## src/rtl/core/dependency_count_task_dispatcher_assert.svh

```systemverilog
// ----------------------------------------------------------------------------
// Dispatcher assertion macros
// Concurrent assertion shorthands shared by the dispatcher RTL.
// ----------------------------------------------------------------------------
`ifndef DEPENDENCY_COUNT_TASK_DISPATCHER_ASSERT_SVH
`define DEPENDENCY_COUNT_TASK_DISPATCHER_ASSERT_SVH

// cons must hold in the same cycle as ante
`define DCTD_ASSERT_IMPLY(label, clk, rst_n, ante, cons, msg) \
  label: assert property (@(posedge clk) disable iff (!rst_n) (ante) |-> (cons)) \
    else $error(msg);

// cons must hold in the cycle after ante
`define DCTD_ASSERT_NEXT(label, clk, rst_n, ante, cons, msg) \
  label: assert property (@(posedge clk) disable iff (!rst_n) (ante) |=> (cons)) \
    else $error(msg);

// cond must never hold
`define DCTD_ASSERT_NEVER(label, clk, rst_n, cond, msg) \
  label: assert property (@(posedge clk) disable iff (!rst_n) !(cond)) \
    else $error(msg);

`endif

```

## src/rtl/core/dctd_pkg.sv

```systemverilog
// ----------------------------------------------------------------------------
// Dispatcher package
// Field widths, request codes and table word layouts.
// ----------------------------------------------------------------------------
package dctd_pkg;

  localparam int IDX_W     = 5;
  localparam int CNT_W     = 8;
  localparam int RES_DEPTH = 3;

  localparam logic REQ_LOAD = 1'b0;
  localparam logic REQ_STEP = 1'b1;

  typedef struct packed {
    logic             valid;
    logic [IDX_W-1:0] idx;
  } link_t;

  typedef struct packed {
    logic  op;
    link_t s2;
    link_t s1;
  } entry_t;

endpackage

```

## src/rtl/core/dctd_if.sv

```systemverilog
// ----------------------------------------------------------------------------
// Dispatcher channels
// Valid/ready channels for request words and result words.
// ----------------------------------------------------------------------------
interface dctd_in_if;
  logic                       valid;
  logic                       ready;
  logic                       req_type;
  logic [dctd_pkg::IDX_W-1:0] task_index;
  logic [dctd_pkg::IDX_W-1:0] pred_count;
  logic                       succ1_valid;
  logic [dctd_pkg::IDX_W-1:0] succ1_index;
  logic                       succ2_valid;
  logic [dctd_pkg::IDX_W-1:0] succ2_index;
  logic                       op_kind;

  modport source (
    output valid, req_type, task_index, pred_count, succ1_valid, succ1_index,
           succ2_valid, succ2_index, op_kind,
    input  ready
  );
  modport sink (
    input  valid, req_type, task_index, pred_count, succ1_valid, succ1_index,
           succ2_valid, succ2_index, op_kind,
    output ready
  );
endinterface

interface dctd_out_if;
  logic                       valid;
  logic                       ready;
  logic [dctd_pkg::IDX_W-1:0] dispatched_index;
  logic                       dispatched_op;
  logic                       none_ready;
  logic                       last;

  modport source (
    output valid, dispatched_index, dispatched_op, none_ready, last,
    input  ready
  );
  modport sink (
    input  valid, dispatched_index, dispatched_op, none_ready, last,
    output ready
  );
endinterface

```

## src/rtl/core/dctd_ram.sv

```systemverilog
// ----------------------------------------------------------------------------
// Dispatcher RAM
// Simple dual-port RAM, one write and one registered read per cycle.
// ----------------------------------------------------------------------------
module dctd_ram #(
  parameter int  WIDTH = 8,
  parameter int  DEPTH = 32,
  localparam int AW    = (DEPTH > 1) ? $clog2(DEPTH) : 1
) (
  input  logic             clk,
  input  logic             we,
  input  logic [AW-1:0]    waddr,
  input  logic [WIDTH-1:0] wdata,
  input  logic             re,
  input  logic [AW-1:0]    raddr,
  output logic [WIDTH-1:0] rdata
);

  logic [WIDTH-1:0] mem [DEPTH];

  always_ff @(posedge clk) begin
    if (we) begin
      mem[waddr] <= wdata;
    end
    if (re) begin
      rdata <= mem[raddr];
    end
  end

endmodule

```

## src/rtl/core/dependency_count_task_dispatcher.sv

```systemverilog
// ----------------------------------------------------------------------------
// Dependency count task dispatcher
// Task table with pending counts; each step dispatches the first ready task
// and releases its successors.
// ----------------------------------------------------------------------------
// Usage: in_ch carries load and step words, out_ch carries dispatch results.
// A load word writes one table entry and produces no result.
// A step word dispatches the lowest ready entry, then follows its two
// successor links, dispatching any successor whose count drops to zero.
// Each count update is a read-modify-write of the count RAM; no two overlap.
// When nothing is ready the step gives a single none_ready result.
// The one to three results of a step are then presented one per cycle,
// last marking the final one; out_ch.ready low holds them in place and no
// new word is accepted until the last result is taken.
// Reset empties the table at once (per-entry flags); counts, links and
// operation kinds are undefined until loaded.
// ----------------------------------------------------------------------------
`include "dependency_count_task_dispatcher_assert.svh"

module dependency_count_task_dispatcher #(
  parameter int MAX_TASKS = 32
) (
  input logic clk,
  input logic rst_n,
  dctd_in_if.sink    in_ch,
  dctd_out_if.source out_ch
);

  localparam int IDX_SPAN = 1 << dctd_pkg::IDX_W;
  localparam int NT       = (MAX_TASKS < IDX_SPAN) ? MAX_TASKS : IDX_SPAN;
  localparam int AW       = (NT > 1) ? $clog2(NT) : 1;
  localparam int LNK_W    = $bits(dctd_pkg::entry_t);
  localparam int CW       = dctd_pkg::CNT_W;
  localparam int IW       = dctd_pkg::IDX_W;
  localparam int RN_W     = $clog2(dctd_pkg::RES_DEPTH + 1);

  typedef enum logic [8:0] {
    S_IDLE   = 9'b000000001,
    S_HEAD   = 9'b000000010,
    S_FISSUE = 9'b000000100,
    S_FCHK   = 9'b000001000,
    S_DA     = 9'b000010000,
    S_DAWR   = 9'b000100000,
    S_DB     = 9'b001000000,
    S_DBWR   = 9'b010000000,
    S_DRAIN  = 9'b100000000
  } state_t;

  function automatic logic link_ok(dctd_pkg::link_t l);
    return l.valid && (32'(l.idx) < MAX_TASKS);
  endfunction

  state_t            state_r, state_nxt;
  logic [NT-1:0]     loaded_r, loaded_nxt;
  logic [NT-1:0]     running_r, running_nxt;
  logic [NT-1:0]     zero_r, zero_nxt;
  logic              which_r, which_nxt;
  dctd_pkg::link_t   l1_r, l1_nxt, l2_r, l2_nxt;
  dctd_pkg::link_t   ca_r, ca_nxt, cb_r, cb_nxt;
  logic [AW-1:0]     s_r, s_nxt;
  logic [IW-1:0]     res_idx_r  [dctd_pkg::RES_DEPTH];
  logic [IW-1:0]     res_idx_nxt[dctd_pkg::RES_DEPTH];
  logic              res_op_r   [dctd_pkg::RES_DEPTH];
  logic              res_op_nxt [dctd_pkg::RES_DEPTH];
  logic              res_none_r, res_none_nxt;
  logic [RN_W-1:0]   res_n_r, res_n_nxt;
  logic [RN_W-1:0]   rd_ptr_r, rd_ptr_nxt;

  logic              in_acc, out_acc;
  logic [NT-1:0]     ready_vec;
  logic              found;
  logic [AW-1:0]     head;
  logic              ld_ok;
  logic [AW-1:0]     ld_addr;
  dctd_pkg::link_t   cur_link;

  logic              cnt_we, cnt_re;
  logic [AW-1:0]     cnt_waddr, cnt_raddr;
  logic [CW-1:0]     cnt_wdata, cnt_rdata, cnt_dec;
  logic              lk_we, lk_re;
  logic [AW-1:0]     lk_waddr, lk_raddr;
  logic [LNK_W-1:0]  lk_wdata, lk_rdata;
  dctd_pkg::entry_t  lk_rd, lk_ld;

  dctd_ram #(.WIDTH(CW), .DEPTH(NT)) u_cnt_ram (
    .clk   (clk),
    .we    (cnt_we),
    .waddr (cnt_waddr),
    .wdata (cnt_wdata),
    .re    (cnt_re),
    .raddr (cnt_raddr),
    .rdata (cnt_rdata)
  );

  dctd_ram #(.WIDTH(LNK_W), .DEPTH(NT)) u_lnk_ram (
    .clk   (clk),
    .we    (lk_we),
    .waddr (lk_waddr),
    .wdata (lk_wdata),
    .re    (lk_re),
    .raddr (lk_raddr),
    .rdata (lk_rdata)
  );

  assign lk_rd    = lk_rdata;
  assign cnt_dec  = cnt_rdata - CW'(1);
  assign in_acc   = in_ch.valid && in_ch.ready;
  assign out_acc  = out_ch.valid && out_ch.ready;
  assign ld_ok    = 32'(in_ch.task_index) < MAX_TASKS;
  assign ld_addr  = in_ch.task_index[AW-1:0];
  assign cur_link = which_r ? l2_r : l1_r;

  assign lk_ld.op       = in_ch.op_kind;
  assign lk_ld.s1.valid = in_ch.succ1_valid;
  assign lk_ld.s1.idx   = in_ch.succ1_index;
  assign lk_ld.s2.valid = in_ch.succ2_valid;
  assign lk_ld.s2.idx   = in_ch.succ2_index;

  assign ready_vec = loaded_r & ~running_r & zero_r;
  assign found     = |ready_vec;

  always_comb begin
    head = '0;
    for (int i = NT - 1; i >= 0; i--) begin
      if (ready_vec[i]) begin
        head = AW'(i);
      end
    end
  end

  assign in_ch.ready             = (state_r == S_IDLE);
  assign out_ch.valid            = (state_r == S_DRAIN);
  assign out_ch.dispatched_index = res_idx_r[rd_ptr_r];
  assign out_ch.dispatched_op    = res_op_r[rd_ptr_r];
  assign out_ch.none_ready       = res_none_r;
  assign out_ch.last             = (rd_ptr_r == RN_W'(res_n_r - RN_W'(1)));

  always_comb begin
    state_nxt    = state_r;
    loaded_nxt   = loaded_r;
    running_nxt  = running_r;
    zero_nxt     = zero_r;
    which_nxt    = which_r;
    l1_nxt       = l1_r;
    l2_nxt       = l2_r;
    ca_nxt       = ca_r;
    cb_nxt       = cb_r;
    s_nxt        = s_r;
    res_idx_nxt  = res_idx_r;
    res_op_nxt   = res_op_r;
    res_none_nxt = res_none_r;
    res_n_nxt    = res_n_r;
    rd_ptr_nxt   = rd_ptr_r;
    cnt_we       = 1'b0;
    cnt_waddr    = s_r;
    cnt_wdata    = cnt_dec;
    cnt_re       = 1'b0;
    cnt_raddr    = s_r;
    lk_we        = 1'b0;
    lk_waddr     = ld_addr;
    lk_wdata     = lk_ld;
    lk_re        = 1'b0;
    lk_raddr     = head;

    unique case (state_r)
      S_IDLE: begin
        rd_ptr_nxt = '0;
        if (in_acc) begin
          if (in_ch.req_type == dctd_pkg::REQ_LOAD) begin
            if (ld_ok) begin
              lk_we                = 1'b1;
              cnt_we               = 1'b1;
              cnt_waddr            = ld_addr;
              cnt_wdata            = CW'(in_ch.pred_count);
              loaded_nxt[ld_addr]  = 1'b1;
              running_nxt[ld_addr] = 1'b0;
              zero_nxt[ld_addr]    = (in_ch.pred_count == '0);
            end
          end else if (found) begin
            lk_re             = 1'b1;
            running_nxt[head] = 1'b1;
            res_idx_nxt[0]    = IW'(head);
            res_none_nxt      = 1'b0;
            res_n_nxt         = RN_W'(1);
            state_nxt         = S_HEAD;
          end else begin
            res_idx_nxt[0] = '0;
            res_op_nxt[0]  = 1'b0;
            res_none_nxt   = 1'b1;
            res_n_nxt      = RN_W'(1);
            state_nxt      = S_DRAIN;
          end
        end
      end
      S_HEAD: begin
        res_op_nxt[0] = lk_rd.op;
        l1_nxt        = lk_rd.s1;
        l2_nxt        = lk_rd.s2;
        which_nxt     = 1'b0;
        state_nxt     = S_FISSUE;
      end
      S_FISSUE: begin
        if (link_ok(cur_link)) begin
          cnt_re    = 1'b1;
          cnt_raddr = cur_link.idx[AW-1:0];
          lk_re     = 1'b1;
          lk_raddr  = cur_link.idx[AW-1:0];
          s_nxt     = cur_link.idx[AW-1:0];
          state_nxt = S_FCHK;
        end else if (!which_r) begin
          which_nxt = 1'b1;
        end else begin
          state_nxt = S_DRAIN;
        end
      end
      S_FCHK: begin
        cnt_we        = 1'b1;
        zero_nxt[s_r] = (cnt_dec == '0);
        if ((cnt_dec == '0) && loaded_r[s_r]) begin
          running_nxt[s_r]     = 1'b1;
          res_idx_nxt[res_n_r] = IW'(s_r);
          res_op_nxt[res_n_r]  = lk_rd.op;
          res_n_nxt            = res_n_r + RN_W'(1);
          ca_nxt               = lk_rd.s1;
          cb_nxt               = lk_rd.s2;
          state_nxt            = S_DA;
        end else if (!which_r) begin
          which_nxt = 1'b1;
          state_nxt = S_FISSUE;
        end else begin
          state_nxt = S_DRAIN;
        end
      end
      S_DA: begin
        if (link_ok(ca_r)) begin
          cnt_re    = 1'b1;
          cnt_raddr = ca_r.idx[AW-1:0];
          state_nxt = S_DAWR;
        end else begin
          state_nxt = S_DB;
        end
      end
      S_DAWR: begin
        cnt_we                     = 1'b1;
        cnt_waddr                  = ca_r.idx[AW-1:0];
        zero_nxt[ca_r.idx[AW-1:0]] = (cnt_dec == '0);
        state_nxt                  = S_DB;
      end
      S_DB: begin
        if (link_ok(cb_r)) begin
          cnt_re    = 1'b1;
          cnt_raddr = cb_r.idx[AW-1:0];
          state_nxt = S_DBWR;
        end else if (!which_r) begin
          which_nxt = 1'b1;
          state_nxt = S_FISSUE;
        end else begin
          state_nxt = S_DRAIN;
        end
      end
      S_DBWR: begin
        cnt_we                     = 1'b1;
        cnt_waddr                  = cb_r.idx[AW-1:0];
        zero_nxt[cb_r.idx[AW-1:0]] = (cnt_dec == '0);
        if (!which_r) begin
          which_nxt = 1'b1;
          state_nxt = S_FISSUE;
        end else begin
          state_nxt = S_DRAIN;
        end
      end
      S_DRAIN: begin
        if (out_acc) begin
          if (out_ch.last) begin
            state_nxt = S_IDLE;
          end else begin
            rd_ptr_nxt = rd_ptr_r + RN_W'(1);
          end
        end
      end
      default: begin
        state_nxt = S_IDLE;
      end
    endcase
  end

  always_ff @(posedge clk) begin
    if (!rst_n) begin
      state_r   <= S_IDLE;
      loaded_r  <= '0;
      running_r <= '0;
      zero_r    <= '0;
      which_r   <= 1'b0;
      res_n_r   <= '0;
      rd_ptr_r  <= '0;
    end else begin
      state_r   <= state_nxt;
      loaded_r  <= loaded_nxt;
      running_r <= running_nxt;
      zero_r    <= zero_nxt;
      which_r   <= which_nxt;
      res_n_r   <= res_n_nxt;
      rd_ptr_r  <= rd_ptr_nxt;
    end
  end

  always_ff @(posedge clk) begin
    l1_r       <= l1_nxt;
    l2_r       <= l2_nxt;
    ca_r       <= ca_nxt;
    cb_r       <= cb_nxt;
    s_r        <= s_nxt;
    res_idx_r  <= res_idx_nxt;
    res_op_r   <= res_op_nxt;
    res_none_r <= res_none_nxt;
  end

  // count RAM read-modify-write never overlaps a read
  `DCTD_ASSERT_NEVER(a_cnt_rw_overlap, clk, rst_n,
    cnt_we && cnt_re, "count RAM read during write")
  `DCTD_ASSERT_IMPLY(a_no_accept_with_result, clk, rst_n,
    in_acc, !out_ch.valid, "word accepted while result pending")
  `DCTD_ASSERT_NEXT(a_head_running, clk, rst_n,
    in_acc && (in_ch.req_type == dctd_pkg::REQ_STEP) && found,
    running_r[$past(head)], "head not marked running")
  `DCTD_ASSERT_NEXT(a_idle_after_last, clk, rst_n,
    out_acc && out_ch.last, in_ch.ready, "not ready after last result")
  `DCTD_ASSERT_IMPLY(a_drain_nonempty, clk, rst_n,
    state_r == S_DRAIN, res_n_r != '0, "draining with no results")

endmodule
```

## src/flat_wrapper.sv

```systemverilog
// flat-port wrapper written by rule: the top's interface ports become plain ports
module dependency_count_task_dispatcher_flat 
#(
  parameter int MAX_TASKS = 32
)
  (clk, rst_n, in_ch_valid, in_ch_req_type, in_ch_task_index, in_ch_pred_count, in_ch_succ1_valid, in_ch_succ1_index, in_ch_succ2_valid, in_ch_succ2_index, in_ch_op_kind, in_ch_ready, out_ch_valid, out_ch_dispatched_index, out_ch_dispatched_op, out_ch_none_ready, out_ch_last, out_ch_ready);
  dctd_in_if in_ch_i ();
  dctd_out_if out_ch_i ();
  input logic clk;
  input logic rst_n;
  input wire logic [$bits(in_ch_i.valid)-1:0] in_ch_valid;
  input wire logic [$bits(in_ch_i.req_type)-1:0] in_ch_req_type;
  input wire logic [$bits(in_ch_i.task_index)-1:0] in_ch_task_index;
  input wire logic [$bits(in_ch_i.pred_count)-1:0] in_ch_pred_count;
  input wire logic [$bits(in_ch_i.succ1_valid)-1:0] in_ch_succ1_valid;
  input wire logic [$bits(in_ch_i.succ1_index)-1:0] in_ch_succ1_index;
  input wire logic [$bits(in_ch_i.succ2_valid)-1:0] in_ch_succ2_valid;
  input wire logic [$bits(in_ch_i.succ2_index)-1:0] in_ch_succ2_index;
  input wire logic [$bits(in_ch_i.op_kind)-1:0] in_ch_op_kind;
  output wire logic [$bits(in_ch_i.ready)-1:0] in_ch_ready;
  output wire logic [$bits(out_ch_i.valid)-1:0] out_ch_valid;
  output wire logic [$bits(out_ch_i.dispatched_index)-1:0] out_ch_dispatched_index;
  output wire logic [$bits(out_ch_i.dispatched_op)-1:0] out_ch_dispatched_op;
  output wire logic [$bits(out_ch_i.none_ready)-1:0] out_ch_none_ready;
  output wire logic [$bits(out_ch_i.last)-1:0] out_ch_last;
  input wire logic [$bits(out_ch_i.ready)-1:0] out_ch_ready;
  assign in_ch_i.valid = in_ch_valid;
  assign in_ch_i.req_type = in_ch_req_type;
  assign in_ch_i.task_index = in_ch_task_index;
  assign in_ch_i.pred_count = in_ch_pred_count;
  assign in_ch_i.succ1_valid = in_ch_succ1_valid;
  assign in_ch_i.succ1_index = in_ch_succ1_index;
  assign in_ch_i.succ2_valid = in_ch_succ2_valid;
  assign in_ch_i.succ2_index = in_ch_succ2_index;
  assign in_ch_i.op_kind = in_ch_op_kind;
  assign in_ch_ready = in_ch_i.ready;
  assign out_ch_valid = out_ch_i.valid;
  assign out_ch_dispatched_index = out_ch_i.dispatched_index;
  assign out_ch_dispatched_op = out_ch_i.dispatched_op;
  assign out_ch_none_ready = out_ch_i.none_ready;
  assign out_ch_last = out_ch_i.last;
  assign out_ch_i.ready = out_ch_ready;
  dependency_count_task_dispatcher #(.MAX_TASKS(MAX_TASKS)) u_core (.clk(clk), .rst_n(rst_n), .in_ch(in_ch_i), .out_ch(out_ch_i));
endmodule
```

## config.mk

```make
export PLATFORM = sky130hd
export DESIGN_NAME = dependency_count_task_dispatcher_flat
export DESIGN_NICKNAME = d
export VERILOG_FILES = /design/src/rtl/core/dctd_pkg.sv /design/src/rtl/core/dctd_if.sv /design/src/rtl/core/dctd_ram.sv /design/src/rtl/core/dependency_count_task_dispatcher.sv /design/src/flat_wrapper.sv
export VERILOG_INCLUDE_DIRS = /design/src /design/src/rtl/core
export SDC_FILE = /design/constraint.sdc
export NUM_CORES = 1
export LEC_CHECK = 0
export BUFFER_PORTS_ARGS = -buffer_cell sky130_fd_sc_hd__buf_2
export CAP_MARGIN = 20
export CORE_ASPECT_RATIO = 1.1
export CORE_MARGIN = 5
export CORE_UTILIZATION = 40
export CTS_CLUSTER_DIAMETER = 150
export DETAILED_ROUTE_END_ITERATION = 7
export HOLD_SLACK_MARGIN = 0.02
export PLACE_DENSITY = 0.66
export SLEW_MARGIN = 10
export SYNTH_ARGS = -nofsm -noshare
export SYNTH_HDL_FRONTEND = slang
export SYNTH_SLANG_ARGS = --single-unit
export TNS_END_PERCENT = 10
```

## constraint.sdc

```tcl
create_clock -name clk -period 4.5 [get_ports clk]
set_input_delay 0.45 -clock clk [delete_from_list [all_inputs] [get_ports clk]]
set_output_delay 0.45 -clock clk [all_outputs]
set_load 0.05 [all_outputs]
```

=== Word level (Yosys, flattened, before mapping) ===
Memory sizes are Yosys's and may differ from the RTL's. A register that Yosys moved wholly into a read port is not among the register bits.
Index checks and enable logic that the tools add are counted.

* Register bits after elaboration: 158
* RAM bits: 672
* Word-level logic and storage cells: 235
* Memories kept: 2

* Add/subtract/negate cells: 4
* Order comparisons: 13
* Eq/ne operators: 23
* Multiplexer cells: 131
* Bitwise operators: 11
* Reduce and logical (&&, ||, !) cells: 28

{| class="wikitable"
|+ Memories
! name !! words !! bits a word !! rd ports !! clocked after memory_dff !! write ports !! line !! RTL
|-
| u_core.u_lnk_ram.mem || 32 || 13 || 1 || 1 || 1 || dctd_ram.sv:19 || <nowiki>logic [WIDTH-1:0] mem [DEPTH];</nowiki>
|-
| u_core.u_cnt_ram.mem || 32 || 8 || 1 || 1 || 1 || dctd_ram.sv:19 ||
|}

{| class="wikitable"
|+ Operator list
! operator !! count
|-
| $mux W5 || 45
|-
| $mux W32 || 6
|-
| $bwmux W32 || 4
|-
| $pmux W32 S4 || 1
|-
| $and A32 B32 Y32 || 3
|-
| $or A32 B32 Y32 || 3
|-
| $mux W9 || 10
|-
| $pmux W9 S9 || 1
|-
| $not A32 Y32 || 2
|-
| $pmux W32 S2 || 1
|-
| $reduce_or A32 Y1 || 1
|-
| $lt A5 B6 Y1 const B || 5
|-
| $pmux W5 S3 || 2
|-
| $mux W1 || 29
|-
| $demux W1 S5 || 5
|-
| $ge A5 B1 Y1 const B || 5
|-
| $mux W8 || 3
|-
| $ne A2 B2 Y1 const B || 10
|-
| $bwmux W15 || 1
|-
| $mux W15 || 1
|-
| $reduce_and A3 Y1 || 4
|-
| $reduce_and A4 Y1 || 3
|-
| $bmux W5 S2 || 1
|-
| $demux W5 S2 || 1
|-
| 43 further kinds || 63
|}

=== Depth between registers and ports, before layout ===
* Word-level depth: 44
* Depth in mapped cells: 15

=== Modules after synthesis ===
Synthesis repeated with hierarchy kept, for this count alone.

* Cell total of the unflattened synthesis: 2723
* Area total of the unflattened synthesis: 37770.0 sq um

{| class="wikitable"
|+ By module, submodules not included
! module !! instances !! cells an instance !! area each (sq um) !! seq. area each (sq um)
|-
| dctd_ram at u_core.u_lnk_ram || 1 || 936 || 16858.7 || 12882.4
|-
| dependency_count_task_dispatcher || 1 || 1370 || 10777.8 || 3643.5
|-
| dctd_ram at u_core.u_cnt_ram || 1 || 417 || 10133.5 || 7927.6
|}

=== Worst setup path after synthesis ===
No wires, ideal clock.

* Path type: register -> register
* From: register u_core.state_r[4]
* To: memory u_core.u_cnt_ram.mem[0][0], data pin
* Setup time: 0.377 ns
* Arrival time: 3.153 ns
* Required time: 4.123 ns
* Setup slack: 0.970 ns
* Cell stages (with the launch flop): 8
* Path buffers: 2
* Path through: dfxtp_1 or3_1 or4_4 inv_2 nand3_1 clkbuf_1 clkbuf_1 a21oi_1

* Cells in the longest elaborated chain, start to end: 4

{| class="wikitable"
|+ Ends and longest elaborated chain
! item !! line !! RTL
|-
| from (decl) || dependency_count_task_dispatcher.sv:53 || <nowiki>state_t state_r, state_nxt;</nowiki>
|-
| from (signal assigned) || dependency_count_task_dispatcher.sv:297 || <nowiki>state_r <= state_nxt;</nowiki>
|-
| $eq A9 B1 Y1 * || dependency_count_task_dispatcher.sv:131 || <nowiki>assign in_ch.ready = (state_r == S_IDLE);</nowiki>
|-
| named net in_ch_ready || flat_wrapper.sv:20 || <nowiki>output wire logic [$bits(in_ch_i.ready)-1:0] in_ch_ready;</nowiki>
|-
| $logic_and A1 B1 Y1 || dependency_count_task_dispatcher.sv:107 || <nowiki>assign in_acc = in_ch.valid && in_ch.ready;</nowiki>
|-
| $mux W8 || dependency_count_task_dispatcher.sv:168 || <nowiki>if (in_acc) begin</nowiki>
|-
| $mux W8 * || dependency_count_task_dispatcher.sv:165 || <nowiki>unique case (state_r)</nowiki>
|-
| named net u_core.cnt_wdata[0] || dependency_count_task_dispatcher.sv:79 || <nowiki>logic [CW-1:0] cnt_wdata, cnt_rdata, cnt_dec;</nowiki>
|-
| to (decl) || dctd_ram.sv:19 ||
|}

Mark *: on every way through the listed nets, which the timed path passes. The rest lies on a longest branch.

=== Worst setup path after layout ===
* From: register u_core.which_r
* To: register u_core.u_lnk_ram.rdata[11], read port of u_core.u_lnk_ram.mem, data pin

* Cells in the longest elaborated chain, start to end: 3

{| class="wikitable"
|+ Ends and longest elaborated chain
! item !! line !! RTL
|-
| from (decl) || dependency_count_task_dispatcher.sv:57 || <nowiki>logic which_r, which_nxt;</nowiki>
|-
| from (signal assigned) || dependency_count_task_dispatcher.sv:301 || <nowiki>which_r <= which_nxt;</nowiki>
|-
| $mux W6 * || dependency_count_task_dispatcher.sv:111 || <nowiki>assign cur_link = which_r ? l2_r : l1_r;</nowiki>
|-
| $mux W1 / $mux W5 (equally long branches) || dependency_count_task_dispatcher.sv:203 || <nowiki>if (link_ok(cur_link)) begin</nowiki>
|-
| $pmux W1 S2 / $mux W5 (equally long branches) || dependency_count_task_dispatcher.sv:165 ||
|-
| to (decl) || dctd_ram.sv:16 || <nowiki>output logic [WIDTH-1:0] rdata</nowiki>
|}

Mark *: on every way between the ends. The rest lies on a longest branch, timed or not.
A chain may end at the register's enable or synchronous reset.

==> results.md <==
* Core area at 0.0924 sq mm
* Clock latency on the worst-skew pair at 0.68 ns
* CTS HTree Levels at 3
* Crit path DAT at between 4 and 5 ns
* Total Power at 16.3 mW
* Top achievable clock speed at ~250 MHz
* TNS Setup at 0 ns
* Post-Synthesis Mean Instance Area at between 10 and 15 sq um
* Final setup fails at 0
* Worst Skew at 0.0433 ns
* # IOs at 38
* Num CTS Buffers at 87
* WL final at 117000 microns
* Post-Synth XOR/XNOR Area at less than 1%
* Post-synth EDFFs at 741
* Status: finished, final reports clean
* Die area at 0.0990 sq mm
* Hold Fails Final Rpt at 0
* CTS Sinks at 851
* Vert. Die Dim at ~330 microns
* DP HPWL at 75700 microns
* CP max stage cell: dfxtp_1
* Synth top area cells: edfxtp_1, dfxtp_1, mux2i_1
* PostCTS Resize Cnt at 0
* Ys async rst share at 0%
* Yosys cell types at between 70 and 80
* Delay of the slowest critical-path stage at around 0.54 ns
* Die X at approximately 300 microns
* Relative slew slack at between 20% and 30%
* Final critical-path required period at 4.02 ns
* Worst hold path class: primary input to flop
* Initial detailed-routing violation count at between 4000 and 5000
* Yosys reg bits at 851
* Synth top area share at approximately three fifths
* Critical path cell sequence: mux2_2 -> nand4_1 -> buf_4 -> o21ai_1 -> a21o_4 -> buf_12 -> nand2_1 -> a32oi_1 -> nand4_1 -> a311oi_1
* Synth Area in Compound Gates at between 10% and 20%
* Synth warn at 0
* DRC viols at 0
* Max Cap Viol at 0
* Clk root buf: clkbuf_16
* Area grow syn2layout at 14.2%
* Filler cells at 8231
* GRT Util Overall at 23.0%
* Antenna cells at 0
* Initial antenna violation count at 4
* CP most frequent cell: nand4_1
* Multi-input logic area at approximately 0.012 sq mm
* Syn Std Cell Area at around 0.037 sq mm
* First-pass GRT wire length at 171000 microns
* PortBufs at 37
* Final Max Tran Viols at 0
* Critical path class: flop to flop
* RSZ-0062 raised after global routing: false
* Worst EP required at between 4 and 5 ns
* Fin crit share at 89.3%
* Largest net degree at the start of global routing at 119
* CTS tree: built
* Clk buf depth at 3
* Multiplexer share of the synthesized area at 6.99%
* Drt pass-1 iters at 6
* Crit Path Max Fanout at 53
* Vias in the first global route at 25600
* Global route overflow at 0
* Cells after Synth at between 3000 and 4000
* WL/cell at about 27 microns
* Yosys top cell by area: edfxtp_1
* Adder-cell share of the synthesized area at less than 1%
* Crit path max-delay family: compound AO/OA/AOI/OAI gates
* Leakage at around 15 nW
* VDD IR-drop max at 0.000312 V
* Via count at 27100
* Reg area at ~0.024 sq mm
* Post-CTS setup buffer count at 0
* Hold-fix buffers, CTS at 0
* PwrDens at 383 mW/mm^2
* Share of cells above drive strength 1 at 12.9%
* CP endpoint kind: flop
* Routability cong. at between 0.9 and 1
* Simple-Gate Fraction of Synth Area at 13.7%
* Main combinational cell family by area after synthesis: simple AND/OR/NAND/NOR gates
* Std cell rows at ~120
* Final WS setup at 0.480 ns
* Buffers & Inverters on Critical Path at 2
* Main synth FF type: edfxtp_1
* Syn_nets at 3035
* Worst-Margin Slew at 1.15 ns
* Seq/Total Area, Yosys at around 66%
* Reg clk slew, reported paths at 0.06 ns
* Post-DRT Antenna Nets at 0
* Initial Utilization at about two fifths
* Critical path launch point type: flop
* Via-per-instance ratio at ~6.1
* Placement Setup Slack at about 0.53 ns
* Layout net count at 3144
==> path summary, 6_finish.rpt <==
check                                      start                    endpoint  slack, ns  cells after the start
worst min-delay path                out_ch_ready          u_core.rd_ptr_r[0]       0.27                      4
worst max register to register    u_core.which_r  u_core.u_lnk_ram.rdata[11]       0.48                     10
worst min register to register  u_core.zero_r[5]            u_core.zero_r[5]       0.45                      2
worst max-delay path              u_core.which_r  u_core.u_lnk_ram.rdata[11]       0.48                     10
==> layout by cell type, fill, tap and decap left out, types with 50 or more instances in the layout <==
cell type	synthesis	routed
a21oi_1	95	91
nand3_1	123	123
mux2i_1	202	202
edfxtp_1	741	741
a221oi_1	55	55
buf_4	9	152
nor3_1	88	84
o22ai_1	50	50
dfxtp_1	110	110
nand2_1	422	419
clkbuf_16	0	88
nor2_1	255	242
o21ai_0	135	134
==> cells in the mapped netlist, drive strengths merged, types with 7 or more instances <==
cell and count:
mux2i 202, nor2 259, a21oi 96, a32oi 33
nand4 47, o21a 11, nor3b 7, clkbuf 107
and2 18, mux4 8, o311a 8, o31ai 13
a31oi 25, a221oi 55, nor3 88, or2 10
o21ai 148, a311oi 13, inv 21, nand3 123
mux2 35, nand2b 16, or3 9, a222oi 11
dfxtp 110, and3b 15, nand2 424, and3 8
o22ai 50, o2111ai 15, a211oi 15, nor2b 18
o211ai 30, buf 72, a22oi 44, nand3b 41
edfxtp 741
==> layout make-up <==
type                       instances  area share (%)
multi-input combinational       1951            28.1
clock buffer                     107            5.48
clock inverter                    49            1.31
inverter                          21           0.186
sequential                       851            57.7
tap                             1249            3.68
timing repair buffer             199            3.60
==> where the power goes <==
part | internal (mW) | switching, mW
combinational | 0.0904 | 0.307
clock | 4.11 | 3.12
sequential | 8.60 | 0.0249
total | 12.8 | 3.45
==> worst register-to-register path, cell delays in order (launching register included) <==
cell,delay [ns]
dfxtp_1,0.54
mux2_2,0.33
nand4_1,0.46
buf_4,0.35
o21ai_1,0.29
a21o_4,0.53
buf_12,0.34
nand2_1,0.09
a32oi_1,0.28
nand4_1,0.16
a311oi_1,0.41
==> sequential cells by signal, summed over array words and instances (netlist names), 8 cells and up <==
name                    cells
u_core.u_lnk_ram.mem      416
u_core.u_cnt_ram.mem      256
u_core.loaded_r            32
u_core.running_r           32
u_core.zero_r              32
u_core.res_idx_r           15
u_core.u_lnk_ram.rdata     13
u_core.state_r              9
u_core.u_cnt_ram.rdata      8
==> cell families after synthesis <==
group | count (synthesis)
DFF | 851
AOI/OAI and AO/OA | 593
buffers and inverters | 200
adders and majority gates | 5
muxes | 245
and+or+nand+nor | 1100
xor gates and xnor gates | 8
==> layer usage <==
metal,GRT usage [%],wire [microns],vias up
met5,0,50,-
met1,30.3,44600,13200
met2,35.8,52900,1772
met3,5.40,12700,421
met4,11.9,7240,6
li1,-,-,11700
==> stage by stage <==
| stage | std cells | util, % | hold WS [ns] | cell area [sq um] |
|---|---|---|---|---|
| 3_3_place_gp | 4270 | 42.8 | 0.428 | 39500 |
| 3_5_place_dp | 4271 | 42.8 | 0.441 | 39500 |
| 2_1_floorplan | 3002 | - | 0.421 | 37100 |
| 4_1_cts | 4427 | 45.9 | 0.237 | 42400 |
| 5_1_grt | 4427 | 45.9 | 0.281 | 42400 |
| 6_report | 4427 | 45.9 | 0.272 | 42400 |
(Power assumes the default switching activity.)
